**src/rtl/bmhq_pkg.sv**
```systemverilog
`default_nettype none
package bmhq_pkg;

  localparam int unsigned KeyW = 31;
  localparam int unsigned IdentW = 32;
  localparam int unsigned PayW = 48;
  localparam int unsigned EntryW = KeyW + IdentW + PayW;

  typedef logic [1:0] opcode_t;
  localparam opcode_t OpPush = 2'd0;
  localparam opcode_t OpPop = 2'd1;
  localparam opcode_t OpFind = 2'd2;
  localparam opcode_t OpSpare = 2'd3;

  typedef logic [1:0] status_t;
  localparam status_t StOk = 2'd0;
  localparam status_t StFull = 2'd1;
  localparam status_t StEmpty = 2'd2;
  localparam status_t StMissing = 2'd3;

  // Memory read address select.
  typedef logic [1:0] rdsel_t;
  localparam rdsel_t RdCur = 2'd0;  // current slot
  localparam rdsel_t RdNear = 2'd1; // parent on the way up, left child on the way down
  localparam rdsel_t RdFar = 2'd2;  // right child
  localparam rdsel_t RdScan = 2'd3; // scan index

  typedef struct packed {
    logic [KeyW-1:0] key;
    logic [IdentW-1:0] ident;
    logic [PayW-1:0] pay;
  } entry_t;

  // Datapath command group issued by the controller.
  typedef struct packed {
    logic load;       // capture input word
    logic rd_en;      // issue memory read
    rdsel_t rd_sel;   // read address select
    logic cap_a;      // capture read data into A
    logic cap_b;      // capture read data into B
    logic cap_root;   // capture read data as popped entry
    logic wr_new;     // write new entry at cur
    logic wr_a_cur;   // write A at cur
    logic wr_cur_to_a; // write held entry at A's address
    logic wr_a_root;  // write A at slot 1
    logic cnt_inc;
    logic cnt_dec;
    logic set_cur_cnt;  // cur := count
    logic set_cur_root; // cur := 1
    logic cur_to_up;    // cur := parent together with wr_a_cur; also selects the parent address
    logic cur_to_kid;   // cur := chosen kid
    logic pick_b;       // choose kid+1
    logic scan_start;
    logic scan_next;
    logic res_load;
    logic [1:0] res_status;
    logic res_pos;
    logic res_pop;
  } cmd_t;

  typedef struct packed {
    opcode_t op;
    logic full;
    logic empty;
    logic cur_is_root;  // cur == 1
    logic kid_ok;       // 2*cur <= count
    logic kid2_ok;      // 2*cur+1 <= count
    logic a_gt_held;    // parent key > held key
    logic b_lt_a;       // key b < key a
    logic a_lt_held;    // child key < held key
    logic scan_done;    // scan index > count
    logic scan_hit;
  } stat_t;

endpackage
`default_nettype wire

```
**src/rtl/bmhq_ctrl.sv**
```systemverilog
`default_nettype none
module bmhq_ctrl (
  input  wire logic clk_i,
  input  wire logic rst_ni,
  input  wire logic in_valid,
  output logic in_stall,
  output logic out_valid,
  input  wire logic out_stall,
  input  wire bmhq_pkg::stat_t stat_i,
  output bmhq_pkg::cmd_t cmd_o
);
  typedef enum logic [12:0] {
    S_IDLE   = 13'b0000000000001,
    S_DISP   = 13'b0000000000010,
    S_UPRD   = 13'b0000000000100,
    S_UPCMP  = 13'b0000000001000,
    S_POPRT  = 13'b0000000010000,
    S_POPLS  = 13'b0000000100000,
    S_POPWR  = 13'b0000001000000,
    S_DNRA   = 13'b0000010000000,
    S_DNRB   = 13'b0000100000000,
    S_DNCMP  = 13'b0001000000000,
    S_SCRD   = 13'b0010000000000,
    S_SCCMP  = 13'b0100000000000,
    S_OUT    = 13'b1000000000000
  } state_e;

  state_e state_q, state_d;
  logic wait_q, wait_d; // marks entry to a state that first captures read data or sets cur

  assign in_stall = (state_q != S_IDLE);
  assign out_valid = (state_q == S_OUT);

  always_comb begin
    cmd_o = '0;
    state_d = state_q;
    wait_d = 1'b0;
    unique case (state_q)
      S_IDLE: begin
        if (in_valid) begin
          cmd_o.load = 1'b1;
          state_d = S_DISP;
        end
      end
      S_DISP: begin
        unique case (stat_i.op)
          bmhq_pkg::OpPush: begin
            if (stat_i.full) begin
              cmd_o.res_load = 1'b1;
              cmd_o.res_status = bmhq_pkg::StFull;
              state_d = S_OUT;
            end else begin
              cmd_o.cnt_inc = 1'b1;
              state_d = S_UPRD;
              wait_d = 1'b1;
            end
          end
          bmhq_pkg::OpPop: begin
            if (stat_i.empty) begin
              cmd_o.res_load = 1'b1;
              cmd_o.res_status = bmhq_pkg::StEmpty;
              state_d = S_OUT;
            end else begin
              cmd_o.set_cur_root = 1'b1;
              state_d = S_POPRT;
            end
          end
          bmhq_pkg::OpFind: begin
            cmd_o.scan_start = 1'b1;
            state_d = S_SCRD;
          end
          default: begin
            cmd_o.res_load = 1'b1;
            cmd_o.res_status = bmhq_pkg::StOk;
            state_d = S_OUT;
          end
        endcase
      end
      // Push: first sets cur to the new slot, then reads the parent at each level.
      S_UPRD: begin
        if (wait_q) begin
          cmd_o.set_cur_cnt = 1'b1;
        end else if (stat_i.cur_is_root) begin
          cmd_o.wr_new = 1'b1;
          cmd_o.res_load = 1'b1;
          state_d = S_OUT;
        end else begin
          cmd_o.rd_en = 1'b1;
          cmd_o.rd_sel = bmhq_pkg::RdNear;
          cmd_o.cur_to_up = 1'b1;
          state_d = S_UPCMP;
          wait_d = 1'b1;
        end
      end
      S_UPCMP: begin
        if (wait_q) begin
          cmd_o.cap_a = 1'b1;
          cmd_o.cur_to_up = 1'b1;
        end else if (stat_i.a_gt_held) begin
          cmd_o.wr_a_cur = 1'b1;
          cmd_o.cur_to_up = 1'b1;
          state_d = S_UPRD;
        end else begin
          cmd_o.wr_new = 1'b1;
          cmd_o.res_load = 1'b1;
          state_d = S_OUT;
        end
      end
      // Pop: read root, read last, move last to root.
      S_POPRT: begin
        cmd_o.rd_en = 1'b1;
        cmd_o.rd_sel = bmhq_pkg::RdCur;
        state_d = S_POPLS;
        wait_d = 1'b1;
      end
      S_POPLS: begin
        if (wait_q) begin
          cmd_o.cap_root = 1'b1;
          cmd_o.set_cur_cnt = 1'b1;
        end else begin
          cmd_o.rd_en = 1'b1;
          cmd_o.rd_sel = bmhq_pkg::RdCur;
          state_d = S_POPWR;
          wait_d = 1'b1;
        end
      end
      S_POPWR: begin
        if (wait_q) begin
          cmd_o.cap_a = 1'b1;
          cmd_o.cur_to_up = 1'b0;
        end else begin
          cmd_o.wr_a_root = 1'b1;
          cmd_o.cnt_dec = 1'b1;
          cmd_o.set_cur_root = 1'b1;
          state_d = S_DNRA;
        end
      end
      S_DNRA: begin
        if (!stat_i.kid_ok) begin
          cmd_o.wr_new = 1'b1;
          cmd_o.res_load = 1'b1;
          cmd_o.res_pop = 1'b1;
          state_d = S_OUT;
        end else begin
          cmd_o.rd_en = 1'b1;
          cmd_o.rd_sel = bmhq_pkg::RdNear;
          state_d = S_DNRB;
          wait_d = 1'b1;
        end
      end
      S_DNRB: begin
        if (wait_q) begin
          cmd_o.cap_a = 1'b1;
          if (stat_i.kid2_ok) begin
            cmd_o.rd_en = 1'b1;
            cmd_o.rd_sel = bmhq_pkg::RdFar;
            state_d = S_DNCMP;
            wait_d = 1'b1;
          end else begin
            state_d = S_DNCMP;
          end
        end
      end
      S_DNCMP: begin
        if (wait_q) begin
          cmd_o.cap_b = 1'b1;
          wait_d = 1'b0;
          state_d = S_DNCMP;
        end else if (stat_i.kid2_ok && stat_i.b_lt_a) begin
          cmd_o.pick_b = 1'b1;
          state_d = S_DNCMP;
          wait_d = 1'b0;
        end else if (stat_i.a_lt_held) begin
          cmd_o.wr_a_cur = 1'b1;
          cmd_o.cur_to_kid = 1'b1;
          state_d = S_DNRA;
        end else begin
          cmd_o.wr_new = 1'b1;
          cmd_o.res_load = 1'b1;
          cmd_o.res_pop = 1'b1;
          state_d = S_OUT;
        end
      end
      S_SCRD: begin
        if (stat_i.scan_done) begin
          cmd_o.res_load = 1'b1;
          cmd_o.res_status = bmhq_pkg::StMissing;
          state_d = S_OUT;
        end else begin
          cmd_o.rd_en = 1'b1;
          cmd_o.rd_sel = bmhq_pkg::RdScan;
          cmd_o.scan_next = 1'b1;
          state_d = S_SCCMP;
        end
      end
      S_SCCMP: begin
        if (stat_i.scan_hit) begin
          cmd_o.res_load = 1'b1;
          cmd_o.res_pos = 1'b1;
          state_d = S_OUT;
        end else begin
          state_d = S_SCRD;
        end
      end
      S_OUT: begin
        if (!out_stall) state_d = S_IDLE;
      end
      default: state_d = S_IDLE;
    endcase
  end

  always_ff @(posedge clk_i or negedge rst_ni) begin
    if (!rst_ni) begin
      state_q <= S_IDLE;
      wait_q <= 1'b0;
    end else begin
      state_q <= state_d;
      wait_q <= wait_d;
    end
  end

`ifndef SYNTHESIS
  a_out_hold: assert property (@(posedge clk_i) disable iff (!rst_ni)
    out_valid && out_stall |=> out_valid) else $error("result dropped while stalled");
  a_no_accept_busy: assert property (@(posedge clk_i) disable iff (!rst_ni)
    (state_q != S_IDLE) |-> in_stall) else $error("input taken while busy");
  a_one_write: assert property (@(posedge clk_i) disable iff (!rst_ni)
    $countones({cmd_o.wr_new, cmd_o.wr_a_cur, cmd_o.wr_a_root}) <= 1)
    else $error("conflicting memory writes");
`endif
endmodule
`default_nettype wire

```
**config.mk**
```make
export PLATFORM = sky130hd
export DESIGN_NAME = bmhq_ctrl
export DESIGN_NICKNAME = d
export VERILOG_FILES = /design/src/rtl/bmhq_pkg.sv /design/src/rtl/bmhq_ctrl.sv
export SDC_FILE = /design/constraint.sdc
export NUM_CORES = 1
export LEC_CHECK = 0
export BUFFER_PORTS_ARGS = -buffer_cell sky130_fd_sc_hd__buf_2
export CORE_AREA = 2 2 56 58
export DETAILED_ROUTE_END_ITERATION = 12
export DIE_AREA = 0 0 58 60
export MAX_ROUTING_LAYER = met4
export PLACE_DENSITY = 0.8
export SETUP_SLACK_MARGIN = 0.4
export SYNTH_ARGS = -nofsm -noshare
export SYNTH_HDL_FRONTEND = slang
export SYNTH_SLANG_ARGS = --single-unit
```
**constraint.sdc**
```tcl
create_clock -name clk_i -period 2.5 [get_ports clk_i]
set_input_delay 0.375 -clock clk_i [delete_from_list [all_inputs] [get_ports clk_i]]
set_output_delay 0.375 -clock clk_i [all_outputs]
set_load 0.005 [all_outputs]
```
==> impl_metrics.env, run 1 <==
export IMPL_outcome="finished with violations"
export IMPL_failed_checks="negative setup slack"
export IMPL_yosysUniqueCellTypes=61
export IMPL_routed_wl_mm=6.67
export IMPL_drive_gt1_share_pct=55.3
export IMPL_hold_viol_final=0
export IMPL_antenna_found_initial=0
export IMPL_worst_slack_ns=-0.120
export IMPL_avgSynthCellArea_um2=8.21
export IMPL_worstSetupStartpointType="flip-flop"
export IMPL_r2r_end="state_q[2]$_DFFE_PN0P_"
export IMPL_r2r_start="state_q[0]$_DFFE_PN1P_"
export IMPL_p_leak_nw=1.12
export IMPL_ys_warn_count=0
export IMPL_hold_ws_ns=0.253
export IMPL_dp_cells=244
export IMPL_port_buffers=41
export IMPL_coreArea_mm2=0.00290
export IMPL_die_x_um=58
export IMPL_grt_max_degree=15
export IMPL_maxCapViolCount=0
export IMPL_gr_usage_all_layers_pct=35.0
export IMPL_fmax_mhz=382
export IMPL_synthesis_nets=188
export IMPL_holdCritPathClass="in2reg"
export IMPL_synth_area_mm2=0.00141
export IMPL_cts_tree="done"
export IMPL_dr_pass1_iters=8
export IMPL_drt_vias_per_instance=6.97
export IMPL_drtAntennaViolNets=0
export IMPL_cts_root_buf="clkbuf_4"
export IMPL_synth_area_leaders="dfrtp_1 23%, nor2_1 4.3%, nand3_1 3.9%"
export IMPL_async_flop_share_pct=100
export IMPL_clk_latency_ns=0.30
export IMPL_vdd_drop_max_v=0.000780
export IMPL_arrival_ns=2.24
export IMPL_synth_edff_count=0
export IMPL_fp_row_count=20
export IMPL_finClkSkew_ns=0.00413
export IMPL_power_density_mw_per_mm2=663
export IMPL_reg2reg_slack_ns=0.08
export IMPL_cp_max_fo=3
export IMPL_maxSlewViolCount=0
export IMPL_cp_required_ns=2.12
export IMPL_drc=0
export IMPL_setup_tns_ns=-0.598
export IMPL_place_congestion=1.01
export IMPL_fp_dieArea_mm2=0.00348
export IMPL_n_antenna_cell=0
export IMPL_areaGrowthSynthToFinish_pct=60.0
export IMPL_start_util_pct=48.7
export IMPL_final_min_clock_period_ns=2.62
export IMPL_htree_levels=1
export IMPL_wire_per_inst_um=23.0
export IMPL_vias=2020
export IMPL_cts_buffers=3
export IMPL_clock_path_buffers=2
export IMPL_crit_start="state_q[1]$_DFFE_PN0P_"
export IMPL_synth_top_cell_by_area="dfrtp_1"
export IMPL_critPathCaptureType="output pin"
export IMPL_crit_type="reg2out"
export IMPL_finalSetupViolations=10
export IMPL_worstMarginPinSlew_ns=0.556
export IMPL_synth_ff_type="dfrtp_1"
export IMPL_crit_end="cmd_o[4]"
export IMPL_first_global_vias=1693
export IMPL_pin_count=43
export IMPL_die_y_um=60
export IMPL_clk_pin_slew_ns=0.10
export IMPL_layout_cells_non_filler=290
export IMPL_relSlewSlack_pct=62.5
export IMPL_fin_nets=274
export IMPL_synth_seq_cells=14
export IMPL_drtIter0Drc=196
export IMPL_synthCells=172
export IMPL_dp_hpwl_mm=3.26
export IMPL_reg2reg_depth=9
export IMPL_cts_sinks=14
export IMPL_netlist_area_leader_share_pct=23.0
export IMPL_seq_area_frac_synth_pct=24.9
export IMPL_rsz0062_at_grt="yes"
export IMPL_grt_pass1_wl_mm=8.74
export IMPL_gr_total_overflow=0
export IMPL_period_share_pct=105
export IMPL_fin_util_pct=77.8
synthesized netlist by cell type (3+ instances only):
master    instances
nor2_1           16
dfrtp_1          13
nand3_1          11
nand2_1           8
nor3_1            8
o21ai_0           8
inv_1             7
a21oi_1           6
nand2b_1          5
nand4_1           5
nor4b_1           5
nor2b_1           4
buf_4             3
buf_6             3
clkbuf_1          3
or2_1             3
or4_4             3
xor2_1            3
worst min path at each step:
stage,start,to,slack [ns],depth (start not counted)
after floorplan,rst_ni,state_q[10]$_DFFE_PN0P_,0.08,0
after global placement,rst_ni,state_q[7]$_DFFE_PN0P_,0.30,1
after detailed placement,rst_ni,state_q[3]$_DFFE_PN0P_,0.30,1
after CTS,in_valid,state_q[0]$_DFFE_PN1P_,0.26,2
after global routing,in_valid,state_q[0]$_DFFE_PN1P_,0.26,2
final,in_valid,state_q[0]$_DFFE_PN1P_,0.25,2
through the flow:
| stage | power (mW) | worst slack, ns | area (um2) |
|---|---|---|---|
| after floorplan | 0.733 | 0.391 | 1440 |
| after global placement | 0.863 | 0.295 | 1670 |
| after detailed placement | 0.874 | 0.264 | 1670 |
| after CTS | 1.21 | 0.0467 | 2000 |
| after global routing | 1.53 | -0.212 | 2260 |
| final | 1.50 | -0.120 | 2260 |
repair_timing:
action	4_1_cts	5_1_grt
buffers inserted	24	17
resized for setup	28	31
pin swaps	10	14
hold endpoints to repair	13	0
setup endpoints to repair	25	32
hold buffers	1	0
kinds of logic after synthesis:
| family | share of synthesized area [%] |
|---|---|
| buffers and inverters | 7.35 |
| DFF | 24.9 |
| other | 0.265 |
| xor gates and xnor gates | 2.48 |
| muxes | 1.06 |
| AOI/OAI and AO/OA | 17.0 |
| and+or+nand+nor | 46.9 |
critical path: stages, from the launching register on:
cell and delay [ns]:
dfrtp_1 0.44, or4_4 0.57, buf_6 0.15, nor2_1 0.17, nand4_1 0.22, nand2_2 0.17
or3_1 0.12, buf_2 0.11
routing by layer:
layer  track usage, %  part of all wire, %  vias to the layer above
met5                -                    0                        -
met4             17.3                  8.3                        0
met3             8.01                   12                       79
met2             56.7                   45                      212
met1             41.0                   35                      917
li1                 -                    -                      812
registers in the layout, summed over array words and instances (netlist names):
signal / count
state_q: 13
wait_q: 1
report_power, final:
group	total [mW]	internal [mW]	switching, mW
logic	1.06	0.499	0.556
clock network	0.152	0.0622	0.0896
registers	0.291	0.258	0.0331
placed cells by master, fill, tap and decap left out, types with 3 or more instances in the layout:
cell type   n
buf_6      23
or4_4       4
nor2b_1     4
nand4_1     5
nor4b_4     3
nand3_1     6
a21oi_1     6
nor3_1      6
nor2_1     13
o21ai_0     6
clkbuf_4    3
nand2b_1    5
inv_1       7
nand2_1     6
buf_4      30
nor4_4      4
xor2_1      3
nand3_2     4
dfrtp_2     4
dfrtp_1     9
buf_2      38
final cells by class:
cell class                      count  area (um2)
Sequential cell                    14         357
Tap cell                           33        41.3
Inverter                            7        26.3
Multi-Input combinational cell    140        1120
Timing Repair Buffer               92         684
Fill cell                         173         643
Clock buffer                        4        26.3
(Power assumes the default switching activity.)
==> run 2: changes to the inputs <==
--- a/config.mk
+++ b/config.mk
@@ -11,6 +11,7 @@
 export DIE_AREA = 0 0 58 60
 export MAX_ROUTING_LAYER = met4
 export PLACE_DENSITY = 0.8
+export REMOVE_ABC_BUFFERS = 1
 export SETUP_SLACK_MARGIN = 0.4
 export SYNTH_ARGS = -nofsm -noshare
 export SYNTH_HDL_FRONTEND = slang
==> impl_metrics.env, run 2 (synthesis results as in run 1) <==
export IMPL_coreArea_mm2=0.00290
export IMPL_fp_row_count=20
export IMPL_crit_type="reg2out"
export IMPL_hold_depth=2
export IMPL_crit_top_cell="buf_6"
export IMPL_cp_required_ns=2.12
export IMPL_clock_path_buffers=2
export IMPL_dpl_cell_area_mm2=0.00167
export IMPL_dp_hpwl_mm=3.20
export IMPL_grt_pass1_wl_mm=8.44
export IMPL_gr_total_overflow=0
export IMPL_cts_root_buf="clkbuf_4"
export IMPL_worstSetupStartpointType="flip-flop"
export IMPL_cts_sinks=14
export IMPL_fp_dieArea_mm2=0.00348
export IMPL_largest_register_ffs=13
export IMPL_reg2reg_slack_ns=0.29
export IMPL_period_share_pct=109
export IMPL_fmax_mhz=369
export IMPL_final_min_clock_period_ns=2.71
export IMPL_reg_largest_list="state_q x13, wait_q x1"
export IMPL_cp_max_fo=3
export IMPL_drt_vias_per_instance=7.04
export IMPL_cts_tree="done"
export IMPL_maxCapViolCount=0
export IMPL_worstMarginPinSlew_ns=0.690
export IMPL_routed_wl_mm=6.77
export IMPL_power_density_mw_per_mm2=728
export IMPL_place_congestion=0.961
export IMPL_hold_viol_final=0
export IMPL_cts_buffers=3
export IMPL_first_global_vias=1675
export IMPL_wire_per_inst_um=23.7
export IMPL_reg2reg_depth=5
export IMPL_met1_usage_pct=39.6
export IMPL_areaGrowthSynthToFinish_pct=65.8
export IMPL_largest_register="state_q"
export IMPL_holdCritPathClass="in2reg"
export IMPL_swShare_pct=45.2
export IMPL_finClkSkew_ns=0.00951
export IMPL_critPathSlowestCell="or4_4"
export IMPL_finalInstanceArea_mm2=0.00234
export IMPL_vias=2013
export IMPL_use_met2_pct=54.2
export IMPL_worst_slack_ns=-0.213
export IMPL_gr_usage_all_layers_pct=33.7
export IMPL_p_comb_share_pct=73.7
export IMPL_max_stage_delay_ns=0.60
export IMPL_die_y_um=60
export IMPL_seqPwrFrac_pct=17.3
export IMPL_relSlewSlack_pct=53.4
export IMPL_dr_pass1_iters=5
export IMPL_maxSlewViolCount=0
export IMPL_drtAntennaViolNets=0
export IMPL_fin_util_pct=80.7
export IMPL_vdd_drop_max_v=0.000692
export IMPL_finalSetupViolations=11
export IMPL_p_int_mw=0.935
export IMPL_pin_count=43
export IMPL_start_util_pct=48.7
export IMPL_met3_usage_pct=6.06
export IMPL_clk_pin_slew_ns=0.09
export IMPL_fin_nets=270
export IMPL_drc=0
export IMPL_rsz0062_at_grt="yes"
export IMPL_path_cells="buf_6 > or4_4 > buf_6 > nor2_4 > nand4_1 > nand2_1 > or3_4 > buf_6"
export IMPL_outcome="finished with violations"
export IMPL_grt_max_degree=15
export IMPL_drtIter0Drc=178
export IMPL_p_leak_nw=1.10
export IMPL_antenna_found_initial=0
export IMPL_p_switching_mw=0.770
export IMPL_die_x_um=58
export IMPL_layout_common_cells="35 x buf_2, 30 x buf_4, 22 x buf_6, 9 x nor2_1, 9 x dfrtp_1"
export IMPL_critPathCaptureType="output pin"
export IMPL_htree_levels=1
export IMPL_n_antenna_cell=0
export IMPL_drive_gt1_share_pct=60.9
export IMPL_grt_busiest_layer="met2"
export IMPL_arrival_ns=2.34
export IMPL_clk_latency_ns=0.30
export IMPL_failed_checks="negative setup slack"
export IMPL_port_buffers=41
export IMPL_final_common_cell="buf_2"
export IMPL_power_share_clock_pct=9.0
[run 2: cell types whose count changed in the layout (fill, tap and decap cells not counted), sizes merged]
cell	delta
buf	-4
[run 2: layer usage]
metal	share of wire [%]	up-vias
met5	0	-
met4	8.1	0
met3	12	69
met2	46	222
met1	34	919
li1	-	803
[run 2: power groups by stage]
stage	registers [mW]	clock network (mW)	logic, mW
floorplan	0.305	0	0.370
global placement	0.310	0	0.536
detailed placement	0.311	0	0.541
CTS	0.288	0.149	0.886
global route	0.295	0.167	1.30
finish	0.295	0.154	1.26
[run 2: final cells by class]
class                   count  area (um2)
fillers                   163         561
well taps                  33        41.3
multi-input cells         140        1230
flip-flops and latches     14         357
repair buffers             88         658
clock buffers               4        26.3
inverters                   7        26.3
[run 2: path summary, 6_finish.rpt]
| path | from | endpoint |
|---|---|---|
| worst min register to register | state_q[2]$_DFFE_PN0P_ | state_q[2]$_DFFE_PN0P_ |
| worst min-delay path | in_valid | state_q[0]$_DFFE_PN1P_ |
| worst max-delay path | state_q[3]$_DFFE_PN0P_ | cmd_o[4] |
| worst max register to register | state_q[11]$_DFFE_PN0P_ | state_q[2]$_DFFE_PN0P_ |
| min in group asynchronous | rst_ni | wait_q$_DFF_PN0_ |
| max in group asynchronous | rst_ni | state_q[0]$_DFFE_PN1P_ |
[run 2: worst max-delay path, delay by kind of cell, from the launching register on]
kind | cells | cell delay (ns)
and+or+nand+nor | 5 | 1.23
DFF | 1 | 0.42
buffers and inverters | 3 | 0.38
[run 2: timing repair]
item / in CTS / in global routing
pin swaps: 20 / 24
endpoints found under the setup margin: 25 / 32
buffers inserted: 20 / 14
resized for setup: 44 / 40
hold buffers: 1 / 0
hold endpoints to repair: 13 / 0
[run 2: through the flow]
stage               setup WS (ns)  std cells  TNS [ns]  hold WS, ns  power (mW)
finish                     -0.213        286     -1.08        0.257        1.71
global route               -0.279        286     -1.95        0.261        1.76
CTS                       -0.0470        272   -0.0585        0.255        1.32
detailed placement          0.155        247         0        0.294       0.851
global placement            0.195        247         0        0.294       0.846
floorplan                   0.306        161         0       0.0794       0.676
